`src/design/cbd_pkg.sv`:
```
// Shared types and constants for the clipped blit descriptor block.
package cbd_pkg;

    localparam int FieldW  = 16;
    localparam int CoordW  = 20;
    localparam int RegW    = 14;
    localparam int DimW    = 13;
    localparam int BufW    = 3;
    localparam int OffW    = 26;
    localparam int CfgIdxW = 3;

    localparam logic [CfgIdxW-1:0] REG_SRC_ROW_BYTES = 3'd0;
    localparam logic [CfgIdxW-1:0] REG_SRC_WIDTH     = 3'd1;
    localparam logic [CfgIdxW-1:0] REG_SRC_HEIGHT    = 3'd2;
    localparam logic [CfgIdxW-1:0] REG_DST_WIDTH     = 3'd3;
    localparam logic [CfgIdxW-1:0] REG_DST_HEIGHT    = 3'd4;

    typedef logic signed [CoordW-1:0] coord_t;

    // One axis of a request: source start, destination start and length.
    typedef struct packed {
        coord_t s;
        coord_t d;
        coord_t n;
    } axis_t;

    typedef struct packed {
        logic [BufW-1:0] src;
        logic [BufW-1:0] dst;
    } bufs_t;

    typedef struct packed {
        axis_t x;
        axis_t y;
        bufs_t bufs;
    } req_t;

    typedef struct packed {
        logic [DimW-1:0] src_width;
        logic [DimW-1:0] src_height;
        logic [DimW-1:0] dst_width;
        logic [DimW-1:0] dst_height;
    } screen_t;

    typedef struct packed {
        logic            empty;
        logic            top_down;
        logic [DimW-1:0] width;
        logic [DimW-1:0] height;
        logic [DimW-1:0] src_col;
        logic [DimW-1:0] dst_col;
        logic [DimW-1:0] src_row;
        logic [DimW-1:0] dst_row;
        bufs_t           bufs;
    } clip_t;

endpackage

```
`src/design/cbd_clip.sv`:
```
// Three-stage clipping pipeline: leading edges, trailing edges, copy order.
module cbd_clip import cbd_pkg::*; (
    input  logic    aclk,
    input  logic    aresetn,
    input  logic    in_valid,
    output logic    in_ready,
    input  req_t    in_req,
    input  screen_t screen,
    output logic    out_valid,
    input  logic    out_ready,
    output clip_t   out_clip
);

    logic  v1_reg, v2_reg, v3_reg;
    logic  en1, en2, en3;
    axis_t x1_reg, y1_reg, x2_reg, y2_reg;
    axis_t x1_next, y1_next, x2_next, y2_next;
    bufs_t b1_reg, b2_reg;
    clip_t c3_reg, c3_next;

    // Negative source start first, then negative destination start.
    function automatic axis_t clip_lead(axis_t a);
        axis_t r;
        r = a;
        if (r.s[CoordW-1]) begin
            r.d = r.d - r.s;
            r.n = r.n + r.s;
            r.s = '0;
        end
        if (r.d[CoordW-1]) begin
            r.s = r.s - r.d;
            r.n = r.n + r.d;
            r.d = '0;
        end
        return r;
    endfunction

    // Source trailing edge first, then destination trailing edge.
    function automatic axis_t clip_trail(axis_t a, logic [DimW-1:0] lim_s,
                                         logic [DimW-1:0] lim_d);
        axis_t  r;
        coord_t ls;
        coord_t ld;
        r  = a;
        ls = coord_t'({{(CoordW-DimW){1'b0}}, lim_s});
        ld = coord_t'({{(CoordW-DimW){1'b0}}, lim_d});
        if (r.s + r.n > ls) begin
            r.n = ls - r.s;
        end
        if (r.d + r.n > ld) begin
            r.n = ld - r.d;
        end
        return r;
    endfunction

    assign en3      = !v3_reg || out_ready;
    assign en2      = !v2_reg || en3;
    assign en1      = !v1_reg || en2;
    assign in_ready = en1;

    assign x1_next = clip_lead(in_req.x);
    assign y1_next = clip_lead(in_req.y);
    assign x2_next = clip_trail(x1_reg, screen.src_width, screen.dst_width);
    assign y2_next = clip_trail(y1_reg, screen.src_height, screen.dst_height);

    always_comb begin
        logic   td;
        coord_t s_last;
        coord_t d_last;
        td     = y2_reg.d < y2_reg.s;
        s_last = y2_reg.s + y2_reg.n - coord_t'(1);
        d_last = y2_reg.d + y2_reg.n - coord_t'(1);
        c3_next.empty    = x2_reg.n[CoordW-1] || (x2_reg.n == '0) ||
                           y2_reg.n[CoordW-1] || (y2_reg.n == '0);
        c3_next.top_down = td;
        c3_next.width    = x2_reg.n[DimW-1:0];
        c3_next.height   = y2_reg.n[DimW-1:0];
        c3_next.src_col  = x2_reg.s[DimW-1:0];
        c3_next.dst_col  = x2_reg.d[DimW-1:0];
        c3_next.src_row  = td ? y2_reg.s[DimW-1:0] : s_last[DimW-1:0];
        c3_next.dst_row  = td ? y2_reg.d[DimW-1:0] : d_last[DimW-1:0];
        c3_next.bufs     = b2_reg;
    end

    always_ff @(posedge aclk) begin
        if (!aresetn) begin
            v1_reg <= 1'b0;
            v2_reg <= 1'b0;
            v3_reg <= 1'b0;
        end else begin
            if (en1) v1_reg <= in_valid;
            if (en2) v2_reg <= v1_reg;
            if (en3) v3_reg <= v2_reg;
        end
    end

    always_ff @(posedge aclk) begin
        if (en1 && in_valid) begin
            x1_reg <= x1_next;
            y1_reg <= y1_next;
            b1_reg <= in_req.bufs;
        end
        if (en2 && v1_reg) begin
            x2_reg <= x2_next;
            y2_reg <= y2_next;
            b2_reg <= b1_reg;
        end
        if (en3 && v2_reg) begin
            c3_reg <= c3_next;
        end
    end

    assign out_valid = v3_reg;
    assign out_clip  = c3_reg;

endmodule

```
`src/design/clipped_blit_descriptor.sv`:
```
// Clipped blit descriptor: clips a blit request to both screens and gives offsets.
//
// Each beat on the s_ channel is one blit request; each beat on the m_ channel
// is its descriptor: clipped size, copy direction and the byte offsets of the
// first row in copy order, or an empty flag with zeroed numbers.
// The user must write the five screen registers through cfg_we/cfg_index/cfg_wdata,
// one per cycle, only while no request is in flight; the block does not check this.
// The datapath is six registered stages: input, leading-edge clip,
// trailing-edge clip, copy order, row-stride multiply and offset add.
// A taken request reaches m_tvalid through the stage registers in the order above, and
// one request is accepted every cycle while the output side keeps up.
// Every stage moves forward whenever the stage after it is empty or moving,
// so bubbles are squeezed out. When the receiver holds m_tready low the
// output beat stays put and the pipe keeps filling; s_tready falls only
// once all six stages hold a request.
// Reset (aresetn low at a clock edge) empties the pipe and returns the
// screen registers to 320 bytes per row, 320 by 200 pixels on both screens.
module clipped_blit_descriptor import cbd_pkg::*; (
    input  logic               aclk,
    input  logic               aresetn,
    // Configuration write port.
    input  logic               cfg_we,
    input  logic [CfgIdxW-1:0] cfg_index,
    input  logic [RegW-1:0]    cfg_wdata,
    // Requests. tdata from bit 0 up: from_x, from_y, req_width, req_height,
    // to_x, to_y, src_buffer, dst_buffer, zero pad.
    input  logic               s_tvalid,
    output logic               s_tready,
    input  logic [103:0]       s_tdata,
    // Descriptors. tdata from bit 0 up: top_down, clip_width, clip_height,
    // out_src_buffer, out_dst_buffer, src_first_offset, dst_first_offset, zero pad.
    output logic               m_tvalid,
    input  logic               m_tready,
    output logic [87:0]        m_tdata,
    // tuser: nothing_to_copy.
    output logic               m_tuser
);

    logic [RegW-1:0] src_row_bytes_reg;
    logic [DimW-1:0] src_width_reg, src_height_reg, dst_width_reg, dst_height_reg;
    screen_t         screen;

    logic  v0_reg, en0;
    req_t  req_reg, req_next;
    logic  clip_ready, clip_valid;
    clip_t clip;

    logic                 v4_reg, en4, en5;
    logic [OffW-1:0]      src_prod_reg, dst_prod_reg;
    logic [RegW+DimW-1:0] src_prod_full;
    logic [2*DimW-1:0]    dst_prod_full;
    clip_t                c4_reg;

    logic            m_tvalid_reg;
    logic            empty_reg, top_down_reg;
    logic [DimW-1:0] width_reg, height_reg;
    bufs_t           bufs_reg;
    logic [OffW-1:0] src_off_reg, dst_off_reg;
    logic [OffW-1:0] src_off_next, dst_off_next;

    // Configuration registers.
    always_ff @(posedge aclk) begin
        if (!aresetn) begin
            src_row_bytes_reg <= RegW'(320);
            src_width_reg     <= DimW'(320);
            src_height_reg    <= DimW'(200);
            dst_width_reg     <= DimW'(320);
            dst_height_reg    <= DimW'(200);
        end else if (cfg_we) begin
            case (cfg_index)
                REG_SRC_ROW_BYTES: src_row_bytes_reg <= cfg_wdata;
                REG_SRC_WIDTH:     src_width_reg     <= cfg_wdata[DimW-1:0];
                REG_SRC_HEIGHT:    src_height_reg    <= cfg_wdata[DimW-1:0];
                REG_DST_WIDTH:     dst_width_reg     <= cfg_wdata[DimW-1:0];
                REG_DST_HEIGHT:    dst_height_reg    <= cfg_wdata[DimW-1:0];
                default: ;
            endcase
        end
    end

    assign screen.src_width  = src_width_reg;
    assign screen.src_height = src_height_reg;
    assign screen.dst_width  = dst_width_reg;
    assign screen.dst_height = dst_height_reg;

    // Stage handshakes, from the output back to the input.
    assign en5      = !m_tvalid_reg || m_tready;
    assign en4      = !v4_reg || en5;
    assign en0      = !v0_reg || clip_ready;
    assign s_tready = en0;

    // Coordinates are widened so that the clip arithmetic never wraps.
    assign req_next.x.s     = CoordW'(signed'(s_tdata[15:0]));
    assign req_next.y.s     = CoordW'(signed'(s_tdata[31:16]));
    assign req_next.x.n     = CoordW'(signed'(s_tdata[47:32]));
    assign req_next.y.n     = CoordW'(signed'(s_tdata[63:48]));
    assign req_next.x.d     = CoordW'(signed'(s_tdata[79:64]));
    assign req_next.y.d     = CoordW'(signed'(s_tdata[95:80]));
    assign req_next.bufs.src = s_tdata[98:96];
    assign req_next.bufs.dst = s_tdata[101:99];

    always_ff @(posedge aclk) begin
        if (en0 && s_tvalid) begin
            req_reg <= req_next;
        end
    end

    cbd_clip u_clip (
        .aclk      (aclk),
        .aresetn   (aresetn),
        .in_valid  (v0_reg),
        .in_ready  (clip_ready),
        .in_req    (req_reg),
        .screen    (screen),
        .out_valid (clip_valid),
        .out_ready (en4),
        .out_clip  (clip)
    );

    // Row stride multiplies; offsets wrap at 26 bits.
    assign src_prod_full = src_row_bytes_reg * clip.src_row;
    assign dst_prod_full = dst_width_reg * clip.dst_row;

    always_ff @(posedge aclk) begin
        if (en4 && clip_valid) begin
            src_prod_reg <= src_prod_full[OffW-1:0];
            dst_prod_reg <= dst_prod_full[OffW-1:0];
            c4_reg       <= clip;
        end
    end

    assign src_off_next = src_prod_reg + OffW'(c4_reg.src_col);
    assign dst_off_next = dst_prod_reg + OffW'(c4_reg.dst_col);

    // An empty request reports zeros everywhere in tdata but the buffer indices.
    always_ff @(posedge aclk) begin
        if (en5 && v4_reg) begin
            empty_reg    <= c4_reg.empty;
            top_down_reg <= !c4_reg.empty && c4_reg.top_down;
            width_reg    <= c4_reg.empty ? '0 : c4_reg.width;
            height_reg   <= c4_reg.empty ? '0 : c4_reg.height;
            bufs_reg     <= c4_reg.bufs;
            src_off_reg  <= c4_reg.empty ? '0 : src_off_next;
            dst_off_reg  <= c4_reg.empty ? '0 : dst_off_next;
        end
    end

    always_ff @(posedge aclk) begin
        if (!aresetn) begin
            v0_reg       <= 1'b0;
            v4_reg       <= 1'b0;
            m_tvalid_reg <= 1'b0;
        end else begin
            if (en0) v0_reg <= s_tvalid;
            if (en4) v4_reg <= clip_valid;
            if (en5) m_tvalid_reg <= v4_reg;
        end
    end

    assign m_tvalid = m_tvalid_reg;
    assign m_tuser  = empty_reg;
    assign m_tdata  = {3'b000, dst_off_reg, src_off_reg, bufs_reg.dst, bufs_reg.src,
                       height_reg, width_reg, top_down_reg};

`ifndef SYNTHESIS
    // A copy that is not empty has a real size.
    assert property (@(posedge aclk) disable iff (!aresetn)
        m_tvalid && !m_tuser |-> (width_reg != '0) && (height_reg != '0))
        else $error("non-empty descriptor with zero size");

    // The clipped width fits on both screens.
    assert property (@(posedge aclk) disable iff (!aresetn)
        m_tvalid && !m_tuser |-> (width_reg <= src_width_reg) &&
                                 (width_reg <= dst_width_reg))
        else $error("clipped width exceeds a screen");

    // The clipped height fits on both screens.
    assert property (@(posedge aclk) disable iff (!aresetn)
        m_tvalid && !m_tuser |-> (height_reg <= src_height_reg) &&
                                 (height_reg <= dst_height_reg))
        else $error("clipped height exceeds a screen");
`endif

endmodule

```
`config.mk`:
```
export PLATFORM = sky130hd
export DESIGN_NAME = clipped_blit_descriptor
export DESIGN_NICKNAME = d
export VERILOG_FILES = /design/src/design/cbd_pkg.sv /design/src/design/cbd_clip.sv /design/src/design/clipped_blit_descriptor.sv
export SDC_FILE = /design/constraint.sdc
export NUM_CORES = 2
export LEC_CHECK = 0
export BUFFER_PORTS_ARGS = -buffer_cell sky130_fd_sc_hd__buf_2
export CORE_ASPECT_RATIO = 1.25
export CORE_MARGIN = 4
export CORE_UTILIZATION = 60
export DETAILED_ROUTE_END_ITERATION = 8
export GPL_TIMING_DRIVEN = 0
export PLACE_DENSITY = 0.78
export SLEW_MARGIN = 25
export SYNTH_ARGS = -nofsm -noshare
export SYNTH_HDL_FRONTEND = slang
export SYNTH_HIERARCHICAL = 1
export SYNTH_SLANG_ARGS = --single-unit
```
`constraint.sdc`:
```
create_clock -name aclk -period 16.45 [get_ports aclk]
set_input_delay 1.645 -clock aclk [delete_from_list [all_inputs] [get_ports aclk]]
set_output_delay 1.645 -clock aclk [all_outputs]
set_load 0.02 [all_outputs]
```
==> results.json <==
{
  "cp_slowest_stage_delay_ns": 0.65,
  "crit_type": "reg -> reg",
  "crit_top_cell": "ha_1",
  "via_count": 41700,
  "ys_ff_latch": 693,
  "worstHoldEndpoint": "c4_reg[65]$_DFFE_PP_",
  "die_x_um": 279.3,
  "maxSlewHeadroom": 0.3788,
  "grt_pass1_vias": 42480,
  "holdCritPathClass": "reg -> reg",
  "setup_violations": 0,
  "cellLeakagePower_uw": 0.02616,
  "finalCriticalPeriod_ns": 10.75,
  "clockBufferDepth": 3,
  "setup_tns_ns": 0,
  "chipHeight_um": 347.1,
  "cts_resized": 0,
  "async_flop_share": 0,
  "start_kind": "register",
  "dieArea_um2": 96940,
  "timing.hold.ws_ns": 0.4146,
  "r2r-start": "u_clip/x1_reg[40]$_DFFE_PP_",
  "netlist_instances": 5566,
  "crit_path_top_delay_cell": "mux2i_1",
  "drcViolationCount": 0,
  "grt_setup_unrepaired": "false",
  "rows": 124,
  "drive_gt1_frac": 0.08938,
  "viasPerCell": 5.845,
  "grt_pass1_wl_mm": 219.4,
  "ios": 217,
  "arrival_ns": 11.15,
  "slew_viol_final": 0,
  "synth_warnings": 6,
  "htree_levels": 3,
  "io_buffers": 211,
  "path_clk_slew_ns": 0.06,
  "cts_setup_buffers": 0,
  "power_density_nw_per_um2": 121.0,
  "syn_area_per_cell_um2": 9.917,
  "hold_start": "u_clip/out_clip[65]$_DFFE_PP_",
  "clock-sinks": 693,
  "peakVddDrop_uv": 103.7,
  "antenna_left": 0,
  "grt_max_degree": 58,
  "finalPower_uw": 7351,
  "synth_area_um2": 55200,
  "drtIter0Drc": 3126,
  "dp_hpwl_mm": 112.3,
  "worstPathRequired_ns": 16.84,
  "cts-root-buf": "clkbuf_16",
  "hold_buffers": 0,
  "rrSetupSlack_ns": 5.70,
  "antenna_found_initial": 10,
  "yosysSeqAreaShare": 0.3640,
  "fmax_mhz": 93.00,
  "grt.total_usage": 0.2839,
  "drv_cap": 0,
  "fin_crit_sh": 0.6536,
  "finalWirelength_mm": 138.4,
  "synth_edf_count": 621,
  "largest_register_ffs": 102,
  "nets": 6833,
  "hold_depth": 0,
  "synth_cell_type_count": 98,
  "gr-total-overflow": 0,
  "crit_path_max_fanout": 10,
  "gp_congestion": 0.9565,
  "cp-end-kind": "register",
  "synthFlopType": "edfxtp_1",
  "clk_latency_ns": 0.65,
  "worstReg2RegEnd": "u_clip/x2_reg[19]$_DFFE_PP_",
  "core_um2": 91380,
  "start_util": 0.6040,
  "dr.pass1.iters": 6,
  "status": "complete, no violations",
  "worst_pin_slew_ns": 0.9318,
  "reg2reg_depth": 39,
  "wl_per_cell_um": 19.39,
  "areaGrowthSynthToFinish_pct": 10.05,
  "hold_viol": 0,
  "finClkSkew_ns": 0.03009,
  "cts_tree": "yes",
  "cts_buffers": 71
}
==> worst max path at each step <==
stage / end / slack, ns / startpoint / cells after the start
floorplan: u_clip/b2_reg[0]$_DFFE_PP_ / 5.79 / m_tready / 4
global placement: u_clip/b2_reg[5]$_DFFE_PP_ / 2.65 / m_tready / 5
detailed placement: u_clip/x2_reg[19]$_DFFE_PP_ / 5.94 / u_clip/x1_reg[40]$_DFFE_PP_ / 39
CTS: u_clip/x2_reg[19]$_DFFE_PP_ / 5.77 / u_clip/x1_reg[40]$_DFFE_PP_ / 39
global route: u_clip/x2_reg[19]$_DFFE_PP_ / 5.21 / u_clip/x1_reg[40]$_DFFE_PP_ / 39
finish: u_clip/x2_reg[19]$_DFFE_PP_ / 5.70 / u_clip/x1_reg[40]$_DFFE_PP_ / 39
==> kinds of logic (layout without fill, tap and decap cells) <==
kind of cell | after synthesis | in the layout | synth area share
AOI/OAI and AO/OA | 1107 | 1107 | 0.1300
xor gates and xnor gates | 305 | 305 | 0.04853
adders and majority gates | 834 | 834 | 0.2261
buffers and inverters | 874 | 1236 | 0.06048
DFF | 693 | 693 | 0.3640
muxes | 160 | 160 | 0.03348
other | 1 | 11 | 0.00006794
and+or+nand+nor | 1592 | 1592 | 0.1374
==> area by class of cell <==
| cell class | instances | area [um2] |
|---|---|---|
| Fill cell | 7043 | 30640 |
| Clock inverter | 46 | 514.2 |
| Clock buffer | 84 | 1847 |
| Multi-Input combinational cell | 4001 | 31830 |
| Sequential cell | 693 | 20090 |
| Inverter | 736 | 2763 |
| Antenna cell | 8 | 20.02 |
| Timing Repair Buffer | 232 | 1604 |
| Tap cell | 1197 | 1498 |
| Buffer | 138 | 575.6 |
==> cells in the final DEF, fill, tap and decap left out, types with 13 or more instances in the layout <==
cell,instances
a211o_1,13
o211ai_1,35
nor3_1,95
fa_1,272
nand2_1,539
o21ai_0,246
a21o_1,100
mux2_4,26
clkbuf_16,72
edfxtp_1,621
xnor2_1,213
and3_1,29
xor2_1,90
nor2_1,369
clkbuf_1,126
and2_1,196
nor4_1,26
mux2_2,93
a21oi_1,291
inv_1,735
nor2b_1,91
buf_16,17
nand2b_1,45
nand4_1,30
o21a_1,70
o21bai_1,25
dfxtp_1,72
buf_2,217
o31ai_1,29
mux2i_1,41
ha_1,562
a21boi_0,88
or3_1,33
a211oi_1,48
a31oi_1,23
nand3_1,78
o22ai_1,14
==> metal layers <==
layer  global-route usage  vias up  wire length [um]
met3              0.03793      441              8382
met1               0.3331    19970             53250
met5                    0        -                23
met4               0.1618        4              8982
met2               0.5003     1407             67730
li1                     -    19880                 -
==> cells in the mapped netlist (all sizes together) (115+ instances only) <==
master	instances	area share
a21oi	291	0.026
and2	199	0.023
clkbuf	115	0.0078
edfxtp	621	0.34
fa	272	0.099
ha	562	0.13
inv	735	0.050
mux2	119	0.026
nand2	540	0.037
nor2	369	0.025
o21ai	255	0.023
xnor2	214	0.034
==> report_power, final <==
group          internal (uW)  switching, uW
Sequential              2140            115
Clock                    893            729
Combinational           1530           1950
Total                   4560           2790
==> critical path, delay by kind of cell (launching register included) <==
kind / cells / cell delay (ns)
muxes: 2 / 1.11
adders and majority gates: 5 / 1.67
DFF: 1 / 0.53
AOI/OAI and AO/OA: 17 / 4.25
buffers and inverters: 4 / 1.01
xor gates and xnor gates: 2 / 0.34
and+or+nand+nor: 9 / 1.53
==> metrics by stage <==
| step | utilization | setup WS, ns | cell area, um2 | std cells |
|---|---|---|---|---|
| 5_1_grt | 0.6645 | 5.210 | 60720 | 7127 |
| 3_5_place_dp | 0.6385 | 5.936 | 58350 | 6997 |
| 2_1_floorplan | - | 5.793 | 55200 | 5568 |
| 3_3_place_gp | 0.6320 | 2.648 | 57760 | 6976 |
| 6_report | 0.6647 | 5.698 | 60740 | 7135 |
| 4_1_cts | 0.6644 | 5.766 | 60710 | 7127 |
(Power assumes the default switching activity.)
